### config.mk
export PLATFORM = sky130hd
export DESIGN_NAME = array_priority_queue_tiebreak_top
export DESIGN_NICKNAME = d
export VERILOG_FILES = /design/src/rtl/apq_pkg.sv /design/src/rtl/apq_ctrl.sv /design/src/rtl/apq_datapath.sv /design/src/rtl/array_priority_queue_tiebreak_top.sv
export SDC_FILE = /design/constraint.sdc
export NUM_CORES = 2
export LEC_CHECK = 0
export BUFFER_PORTS_ARGS = -buffer_cell sky130_fd_sc_hd__clkbuf_2
export CORE_ASPECT_RATIO = 0.8
export CORE_UTILIZATION = 45
export CTS_BUF_LIST = sky130_fd_sc_hd__clkbuf_2 sky130_fd_sc_hd__clkbuf_4 sky130_fd_sc_hd__clkbuf_8
export CTS_CLUSTER_DIAMETER = 40
export CTS_CLUSTER_SIZE = 30
export DETAILED_ROUTE_END_ITERATION = 12
export GPL_TIMING_DRIVEN = 0
export PLACE_DENSITY_LB_ADDON = 0.3
export SLEW_MARGIN = 30
export SYNTH_ARGS = -nofsm -noshare
export SYNTH_HDL_FRONTEND = slang
export SYNTH_SLANG_ARGS = --single-unit
### constraint.sdc
create_clock -name clk -period 13.85 [get_ports clk]
set_input_delay 0.6925 -clock clk [delete_from_list [all_inputs] [get_ports clk]]
set_output_delay 0.6925 -clock clk [all_outputs]
set_load 0.005 [all_outputs]
### src/rtl/apq_pkg.sv
package apq_pkg;

	localparam int PRIO_W   = 16;
	localparam int OCC_W    = 8;
	localparam int STATUS_W = 2;

	localparam logic FUNC_INSERT = 1'b0;
	localparam logic FUNC_POP    = 1'b1;

	localparam logic TAG_ACCEPTED = 1'b0;
	localparam logic TAG_DENIED   = 1'b1;

	localparam logic [STATUS_W-1:0] STATUS_OK    = 2'd0;
	localparam logic [STATUS_W-1:0] STATUS_EMPTY = 2'd1;
	localparam logic [STATUS_W-1:0] STATUS_FULL  = 2'd2;

	typedef struct packed {
		logic                     func;
		logic signed [PRIO_W-1:0] prio;
		logic                     decision;
	} in_t;

	typedef struct packed {
		logic [STATUS_W-1:0]      status;
		logic signed [PRIO_W-1:0] out_prio;
		logic                     out_decision;
		logic [OCC_W-1:0]         occupancy;
	} out_t;

	// controller to datapath
	typedef struct packed {
		logic latch;
		logic exec;
		logic scan;
		logic shift;
		logic finish;
	} cmd_t;

	// datapath to controller
	typedef struct packed {
		logic is_pop;
		logic empty;
		logic scan_last;
		logic shift_last;
		logic out_free;
	} stat_t;

endpackage

### src/rtl/apq_ctrl.sv
module apq_ctrl
	import apq_pkg::*;
(
	input  logic  clk,
	input  logic  arst_n,
	input  logic  in_valid,
	output logic  in_ready,
	input  stat_t stat,
	output cmd_t  cmd
);

	typedef enum logic [4:0] {
		ST_IDLE  = 5'b00001,
		ST_EXEC  = 5'b00010,
		ST_SCAN  = 5'b00100,
		ST_SHIFT = 5'b01000,
		ST_DONE  = 5'b10000
	} state_t;

	state_t state_q, state_d;

	always_ff @(posedge clk or negedge arst_n) begin
		if (!arst_n) begin
			state_q <= ST_IDLE;
		end else begin
			state_q <= state_d;
		end
	end

	always_comb begin
		state_d  = state_q;
		cmd      = '0;
		in_ready = 1'b0;
		case (state_q)
			ST_IDLE: begin
				in_ready  = 1'b1;
				cmd.latch = in_valid;
				if (in_valid) begin
					state_d = ST_EXEC;
				end
			end
			ST_EXEC: begin
				cmd.exec = 1'b1;
				if (stat.is_pop && !stat.empty) begin
					state_d = ST_SCAN;
				end else begin
					state_d = ST_DONE;
				end
			end
			ST_SCAN: begin
				cmd.scan = 1'b1;
				if (stat.scan_last) begin
					state_d = ST_SHIFT;
				end
			end
			ST_SHIFT: begin
				cmd.shift = 1'b1;
				if (stat.shift_last) begin
					state_d = ST_DONE;
				end
			end
			ST_DONE: begin
				cmd.finish = stat.out_free;
				if (stat.out_free) begin
					state_d = ST_IDLE;
				end
			end
			default: begin
				state_d = ST_IDLE;
			end
		endcase
	end

endmodule

### src/rtl/apq_datapath.sv
module apq_datapath
	import apq_pkg::*;
#(
	parameter int DEPTH     = 128,
	parameter int PRIO_BITS = 16
) (
	input  logic  clk,
	input  logic  arst_n,
	input  in_t   in_data,
	input  cmd_t  cmd,
	output stat_t stat,
	output logic  out_valid,
	input  logic  out_ready,
	output out_t  out_data
);

	localparam int AW = (DEPTH > 1) ? $clog2(DEPTH) : 1;
	localparam int CW = $clog2(DEPTH + 1);
	localparam int EW = PRIO_BITS + 1;
	localparam int PW = (PRIO_BITS > PRIO_W) ? PRIO_BITS : PRIO_W;
	localparam int OW = (CW > OCC_W) ? CW : OCC_W;

	// entry layout: tag on top, priority below
	logic [EW-1:0] mem [DEPTH];

	in_t             req_q;
	logic [CW-1:0]   count_q;
	logic [CW-1:0]   ptr_q;
	logic [EW-1:0]   rd_data_q;
	logic [AW-1:0]   rd_idx_q;
	logic            rd_valid_q;
	logic [EW-1:0]   best_q;
	logic [AW-1:0]   best_idx_q;
	logic            first_q;
	logic [STATUS_W-1:0] res_status_q;
	logic            out_valid_q;
	out_t            out_q;

	logic            full;
	logic            empty;
	logic [AW-1:0]   rd_addr;
	logic            we;
	logic [AW-1:0]   wa;
	logic [EW-1:0]   wd;
	logic [PW-1:0]   prio_ext;
	logic [PW-1:0]   best_ext;
	logic [OW-1:0]   count_ext;
	logic            take;
	logic [AW-1:0]   best_idx_d;
	logic            scan_last;
	logic            shift_more;
	logic [CW-1:0]   ptr_inc;

	function automatic logic beats(input logic [EW-1:0] a, input logic [EW-1:0] b);
		logic signed [PRIO_BITS-1:0] pa;
		logic signed [PRIO_BITS-1:0] pb;
		pa = a[PRIO_BITS-1:0];
		pb = b[PRIO_BITS-1:0];
		if (pa != pb) begin
			return pa > pb;
		end
		return (a[PRIO_BITS] == TAG_ACCEPTED) && (b[PRIO_BITS] == TAG_DENIED);
	endfunction

	assign full       = (count_q == CW'(DEPTH));
	assign empty      = (count_q == '0);
	assign ptr_inc    = ptr_q + CW'(1);
	assign prio_ext   = PW'($unsigned(req_q.prio));
	assign best_ext   = PW'(best_q[PRIO_BITS-1:0]);
	assign count_ext  = OW'(count_q);

	// compare stage: rd_data_q holds entry rd_idx_q
	assign take       = cmd.scan && rd_valid_q && (first_q || beats(rd_data_q, best_q));
	assign best_idx_d = take ? rd_idx_q : best_idx_q;
	assign scan_last  = rd_valid_q && ((CW'(rd_idx_q) + CW'(1)) == count_q);
	// one bit wider so that ptr_q + 1 cannot wrap when ptr_q has reached the count
	assign shift_more = (({1'b0, ptr_q} + (CW+1)'(1)) < {1'b0, count_q});

	assign stat.is_pop     = (req_q.func == FUNC_POP);
	assign stat.empty      = empty;
	assign stat.scan_last  = scan_last;
	assign stat.shift_last = !shift_more && !rd_valid_q;
	assign stat.out_free   = !out_valid_q || out_ready;

	always_comb begin
		rd_addr = ptr_q[AW-1:0];
		if (cmd.exec) begin
			rd_addr = '0;
		end else if (cmd.shift) begin
			rd_addr = ptr_inc[AW-1:0];
		end
	end

	always_comb begin
		we = 1'b0;
		wa = count_q[AW-1:0];
		wd = {req_q.decision, prio_ext[PRIO_BITS-1:0]};
		if (cmd.exec && req_q.func == FUNC_INSERT && !full) begin
			we = 1'b1;
		end else if (cmd.shift && rd_valid_q) begin
			we = 1'b1;
			wa = rd_idx_q;
			wd = rd_data_q;
		end
	end

	always_ff @(posedge clk) begin
		if (we) begin
			mem[wa] <= wd;
		end
		rd_data_q <= mem[rd_addr];
	end

	always_ff @(posedge clk) begin
		if (cmd.latch) begin
			req_q <= in_data;
		end
		if (take) begin
			best_q <= rd_data_q;
		end
		best_idx_q <= best_idx_d;
	end

	always_ff @(posedge clk or negedge arst_n) begin
		if (!arst_n) begin
			count_q      <= '0;
			ptr_q        <= '0;
			rd_idx_q     <= '0;
			rd_valid_q   <= 1'b0;
			first_q      <= 1'b0;
			res_status_q <= STATUS_OK;
		end else begin
			if (cmd.exec) begin
				res_status_q <= STATUS_OK;
				if (req_q.func == FUNC_INSERT) begin
					if (full) begin
						res_status_q <= STATUS_FULL;
					end else begin
						count_q <= count_q + CW'(1);
					end
				end else if (empty) begin
					res_status_q <= STATUS_EMPTY;
				end else begin
					ptr_q      <= CW'(1);
					rd_idx_q   <= '0;
					rd_valid_q <= 1'b1;
					first_q    <= 1'b1;
				end
			end
			if (cmd.scan) begin
				if (rd_valid_q) begin
					first_q <= 1'b0;
				end
				if (scan_last) begin
					// hand over to the shift with the winner's slot
					ptr_q      <= CW'(best_idx_d);
					rd_valid_q <= 1'b0;
				end else begin
					ptr_q      <= ptr_inc;
					rd_idx_q   <= ptr_q[AW-1:0];
					rd_valid_q <= (ptr_q < count_q);
				end
			end
			if (cmd.shift) begin
				if (!shift_more && !rd_valid_q) begin
					count_q <= count_q - CW'(1);
				end else begin
					rd_idx_q   <= ptr_q[AW-1:0];
					rd_valid_q <= shift_more;
					ptr_q      <= ptr_inc;
				end
			end
		end
	end

	// result register, parts the controller from the output handshake
	always_ff @(posedge clk or negedge arst_n) begin
		if (!arst_n) begin
			out_valid_q <= 1'b0;
		end else if (cmd.finish) begin
			out_valid_q <= 1'b1;
		end else if (out_ready) begin
			out_valid_q <= 1'b0;
		end
	end

	always_ff @(posedge clk) begin
		if (cmd.finish) begin
			out_q.status       <= res_status_q;
			out_q.occupancy    <= count_ext[OCC_W-1:0];
			out_q.out_prio     <= '0;
			out_q.out_decision <= 1'b0;
			if (req_q.func == FUNC_POP && res_status_q == STATUS_OK) begin
				out_q.out_prio     <= best_ext[PRIO_W-1:0];
				out_q.out_decision <= best_q[PRIO_BITS];
			end
		end
	end

	assign out_valid = out_valid_q;
	assign out_data  = out_q;

endmodule

### src/rtl/array_priority_queue_tiebreak_top.sv
// Insert, pop on an empty table and insert into a full table go straight from the execute step to the result.
// Pop of n held entries: the scan reads the n entries to find the winner, then the shift-down moves the entries
// above the winner's slot down by one; one item is worked on at a time.
// A new item is taken while the previous result waits in the output register.
// Reset clears the controller, the fill count and the output valid; the entry memory is not cleared.
module array_priority_queue_tiebreak_top
	import apq_pkg::*;
#(
	parameter int DEPTH     = 128,
	parameter int PRIO_BITS = 16
) (
	input  logic clk,
	input  logic arst_n,
	input  logic in_valid,
	output logic in_ready,
	input  in_t  in_data,
	output logic out_valid,
	input  logic out_ready,
	output out_t out_data
);

	cmd_t  cmd;
	stat_t stat;

	apq_ctrl u_ctrl (
		.clk      (clk),
		.arst_n   (arst_n),
		.in_valid (in_valid),
		.in_ready (in_ready),
		.stat     (stat),
		.cmd      (cmd)
	);

	apq_datapath #(
		.DEPTH     (DEPTH),
		.PRIO_BITS (PRIO_BITS)
	) u_datapath (
		.clk       (clk),
		.arst_n    (arst_n),
		.in_data   (in_data),
		.cmd       (cmd),
		.stat      (stat),
		.out_valid (out_valid),
		.out_ready (out_ready),
		.out_data  (out_data)
	);

endmodule

# Yosys cells after proc, flatten, opt, wreduce, memory -nomap -nowiden
# Memories as Yosys holds them, arrays and structs flattened. A register that Yosys moved wholly into a read port is not among the register bits.
# Index checks and enable logic that the tools add are counted.
# totals
reg_bits	102
ramBits	2176
input_bits	22
output_inout_bits	29
word_cells	123
n_memories	1
# op_classes
n_addsub	5
n_lt_le_gt_ge	3
eq_ne	12
mux	62
n_bitwise	2
n_reduce_logical	21
# memory_table
memory	words	word_bits	read_ports	rd_clocked_by_memory_dff	write_ports	line	rtl
u_datapath.mem	128	17	1	1	1	apq_datapath.sv:24	logic [EW-1:0] mem [DEPTH];
# ops
cell	count
8-bit 2-to-1 mux	12
7-bit 2-to-1 mux	12
17-bit 2-to-1 mux	2
1-bit 2-to-1 mux	28
5-bit 2-to-1 mux	5
5-bit case mux with 5 select lines	1
8-bit by 1-bit adder with 8-bit output, second input constant	2
16-bit > comparator	1
16-bit != test	1
1-bit logical AND	10
8-bit by 1-bit adder with 9-bit output, second input constant	1
9-bit by 8-bit less-than comparator with 1-bit output	1
7-bit by 1-bit adder with 8-bit output, second input constant	1
8-bit == test	1
8-bit == test, second input constant	1
8-bit zero test	1
8-bit less-than comparator	1
8-bit by 1-bit subtractor with 8-bit output, second input constant	1
5-bit by 1-bit == test with 1-bit output, second input constant	1
5-bit by 2-bit == test with 1-bit output, second input constant	1
5-bit by 3-bit == test with 1-bit output, second input constant	1
5-bit by 4-bit == test with 1-bit output, second input constant	1
5-bit == test, second input constant	1
1-bit zero test	5
other kinds (8)	13

# Logic depth before layout (Yosys ltp)
# depth
word_depth	10
ltp_mapped	13
mapped_depth_nobuf	12

# Modules after synthesis
# From an unflattened synthesis, not the netlist that was laid out.
# hier_totals
cells_unflattened	6090
area_unflattened_um2	91644.1
# modules_own_cells
module	instances	cells_each	area_each_um2	seq_area_each_um2
apq_datapath	1	6058	91342.6	68385.6
apq_ctrl	1	32	301.5	126.4

# Worst setup path after synthesis
# No wires, ideal clock.
# synth_path
path_type	register to register
startpoint	reg u_ctrl.state_q[4]
endpoint	mem u_datapath.mem[0][0] in the netlist's numbering (data pin)
setup_ns	1.199
arrival_ns	6.927
required_ns	12.651
slack_ns	5.724
stages_incl_launch_ff	10
path_buffers	5
synth_period_minus_slack_ns	8.126
path_cell_list	dfrtp_1 buf_6 or3_1 buf_6 nor2_1 nand2_1 buf_2 buf_1 clkbuf_1 o21ai_0
# synth_between
elab_chain_len	5
word_cells_on_any_way	9
cone_classes	eq/ne: 2; mux: 4; reduce/logical: 3
# synth_lines
item	line	rtl
from (decl)	apq_ctrl.sv:20	state_t state_q, state_d;
from (signal assigned)	apq_ctrl.sv:26	state_q <= state_d;
5-bit by 4-bit == test with 1-bit output or 5-bit by 2-bit == test with 1-bit output (tied branches)	apq_ctrl.sv:34	case (state_q)
1-bit 2-to-1 mux	apq_ctrl.sv:34	
1-bit logical AND, on equally long branches	apq_datapath.sv:100, apq_datapath.sv:98	
17-bit 2-to-1 mux or 1-bit logical AND (tied branches)	apq_datapath.sv:100, apq_datapath.sv:98	
17-bit 2-to-1 mux *	apq_datapath.sv:98	if (cmd.exec && req_q.func == FUNC_INSERT && !full) begin
net u_datapath.wd[0]	apq_datapath.sv:44	logic [EW-1:0] wd;
to (decl)	apq_datapath.sv:24	
# Mark *: on every way through the listed nets, which the timed path passes. The rest lies on a longest branch.

# Worst setup path in the final report
# layout_path
startpoint	reg u_ctrl.state_q[2]
endpoint	mem u_datapath.mem[114][0] in the netlist's numbering, enable pin
# layout_between
elab_chain_len	7
word_cells_on_any_way	13
cone_classes	eq/ne: 2; mux: 8; reduce/logical: 3
# layout_lines
item	line	rtl
5-bit by 4-bit == test with 1-bit output or 5-bit by 2-bit == test with 1-bit output (tied branches)	apq_ctrl.sv:34	
1-bit 2-to-1 mux	apq_ctrl.sv:34	
1-bit logical AND, on equally long branches	apq_datapath.sv:100, apq_datapath.sv:98	
1-bit 2-to-1 mux or 1-bit logical AND (tied branches)	apq_datapath.sv:100, apq_datapath.sv:98	
1-bit 2-to-1 mux	apq_datapath.sv:98	
1-bit 2-to-1 mux	apq_datapath.sv:108	if (we) begin
1-bit 2-to-1 mux (not written as such)	apq_datapath.sv:109	mem[wa] <= wd;
# Several ways; a longest one is shown, not always the timed one.

==> results.toml <==
[outcome]
status = "completed"

[finish]
nNetsFinal = 5976
nFillCells = 16100
final_cells = 8793
final_cell_mix = "edfxtp_1, nand2_1, nand3_1, mux4_2, clkbuf_8"
drive_gt1_share_pct = 19.5
area_growth_pct = 13.1
final_common_cell = "edfxtp_1"

[placement]
dp.cells = 8335
routabilityCongestion = 1.00
dp_hpwl_mm = 179
io_buffers = 50
dpl_worst_slack_ps = 7740

[worst_setup_path]
cpPeakStageDelay_ps = 930
cp_top_family = "simple AND/OR/NAND/NOR gates"
slowest_stage = "nor2_2"
reg2reg_slack_ps = 7690
cp_max_fo = 17
path_cells = "clkbuf_1 > nand2b_1 > clkbuf_1 > nor2_1 > nand2_1 > buf_2 > mux2i_2 > nand3_1 > nand2b_1 > clkbuf_2 > nor2_2"
r2r_cells = 11
end_kind = "flip-flop"
critPathKind = "reg2reg"
required_ps = 14520
r2r-end = "u_datapath.mem[114][0]"
reg2reg_from = "u_ctrl.state_q[2]"
start_kind = "flip-flop"
critPathArrivalTime_ps = 6830
path_buf_inv = 4

[global_routing]
grt_pass1_vias = 50000
grt_usage_pct = 25.8
grt_pass1_wl_mm = 369
antenna_found_initial = 12
grt_max_degree = 89
busiest_layer = "met1"
use_met2_pct = 34.9
grt_use_met1_pct = 39.4
grtUsageMet3_pct = 8.25
grt.overflow.total = 0

[timing]
rsz0062_at_grt = "false"
fin_crit_sh_pct = 44.5
relSlewSlack_pct = 27.6
timing.fmax_ghz = 0.162
timing.final.crit_period_ps = 6160
finalClockSkew_ps = 96.1
hold_viol_final = 0
setup_viol = 0
post-route-worst-setup-slack_ps = 7690
drv_slew = 0
tightest_slew_ps = 1060
timing.hold.ws_ps = 301

[detailed_routing]
drt.antenna.violating_nets = 0
first_pass_iters = 8
dr_total_vias = 53400
drc = 0
drt_wl_total_mm = 262
viasPerCell = 6.07
wl_per_cell_um = 29.8
initialDrtViolationCount = 8594

[floorplanning]
core_sq_mm = 0.198
pin_count = 51
die-area_sq_mm = 0.202
fp-row-count = 146
die_h_um = 402
start_util_pct = 45.4
die_x_um = 502

[clocking]
cts.path.max_buffers = 3
cts_setup_buffers = 0
clock-sinks = 2295
cts-root-buf = "clkbuf_8"
cts_hold_buf = 21
clk_latency_ps = 1070
cts_tree = "built"
clk_pin_slew_ps = 90
cts_buffers = 226
ctsResizeCount = 0
cts.htree.levels = 4

[synthesis]
synth_warnings = 0
syn_nets = 5596
syn_area_sq_mm = 0.0901
synth.distinct_cells = 70
synth_area_per_cell_sq_um = 16.3
async_flop_share_pct = 1.44
ys_seq_area_share_pct = 76.1
synth-main-ff-cell = "edfxtp_1"
synthCells = 5540
synth_edf_count = 2238
ys_ff_latch = 2295

[run]
cap_violations = 0

[power_and_ir_drop]
p_leak_nw = 32.8
p_per_area_mw_per_mm2 = 174
power.total_mw = 17.7
irDropWorstVdd_v = 0.000139

[worst_hold_path]
hold_path_class = "in2async"
[final cells by class]
cell class | instances | area (sq um) | area share [%]
Tap cell | 2664 | 3330 | 3.27
Timing Repair Buffer | 152 | 1880 | 1.85
Clock inverter | 175 | 2050 | 2.01
Multi-Input combinational cell | 2868 | 21000 | 20.6
Sequential cell | 2295 | 68500 | 67.3
Clock buffer | 251 | 3330 | 3.27
Antenna cell | 11 | 27.5 | 0.0270
Buffer | 347 | 1610 | 1.58
Inverter | 30 | 113 | 0.111
[worst max path at each step]
stage | from | to | cells after the start
4_1_cts | u_ctrl.state_q[2] | u_datapath.mem[114][13] | 11
3_5_place_dp | u_ctrl.state_q[2] | u_datapath.mem[114][16] | 11
2_1_floorplan | u_ctrl.state_q[4] | u_datapath.mem[0][0] | 9
3_3_place_gp | u_ctrl.state_q[2] | u_datapath.mem[100][0] | 9
5_1_grt | u_ctrl.state_q[2] | u_datapath.mem[114][13] | 11
6_report | u_ctrl.state_q[2] | u_datapath.mem[114][0] | 11
[logic make-up after synthesis]
| group | after synthesis | share of synthesized area [%] |
|---|---|---|
| AOI/OAI and AO/OA | 459 | 4.13 |
| xor gates and xnor gates | 20 | 0.194 |
| adders and majority gates | 34 | 0.472 |
| buffers and inverters | 377 | 1.89 |
| DFF | 2295 | 76.1 |
| muxes | 309 | 7.25 |
| and+or+nand+nor | 2046 | 10.0 |
[layer usage]
layer  share of wire (%)  wire (um)
met1                  42     110000
met3                  14      36000
met2                  41     108000
met4                 3.3       8530
met5               0.017         44
[flip-flops by register name (all words and copies together) (netlist names)]
| signal | count |
|---|---|
| u_datapath.mem | 2176 |
| u_datapath.out_data | 27 |
| u_datapath.best_q | 17 |
| u_datapath.rd_data_q | 17 |
| u_datapath.prio_ext | 16 |
| u_datapath.count_ext | 8 |
| u_datapath.ptr_q | 8 |
| u_datapath.best_idx_q | 7 |
| u_datapath.rd_idx_q | 7 |
| u_ctrl.state_q | 5 |
| u_datapath.res_status_q | 2 |
| u_datapath.first_q | 1 |
| u_datapath.out_valid | 1 |
| u_datapath.rd_valid_q | 1 |
| u_datapath.req_q | 1 |
| u_datapath.stat | 1 |
[per-stage QoR]
step	cell area (sq um)	utilization, %	setup TNS, ps
floorplan	90100	-	0
global placement	93700	47.2	-337560
detailed placement	96200	48.5	0
CTS	102000	51.3	0
global route	102000	51.3	0
finish	102000	51.3	0
[cell usage after synthesis (43+ instances only)]
library cell  number  area [sq um]
mux4_2           272          6130
nand4_1           43           269
a22oi_1          101           758
nor2_1           154           578
nand3_1          418          2090
nand2_1         1140          4280
nor4_1            61           382
a311oi_1          93           815
buf_2            114           571
and3_1           125           782
edfxtp_1        2238         67200
clkbuf_1         175           657
[where the power goes]
group	total [mW]	internal (mW)	leakage [nW]	switching, mW
clock	4.89	2.22	2.74	2.67
combinational	4.75	1.53	9.30	3.21
sequential	8.09	8.02	20.8	0.0638
total	17.7	11.8	32.8	5.94
No activity file was read; power rests on OpenSTA's default activity.
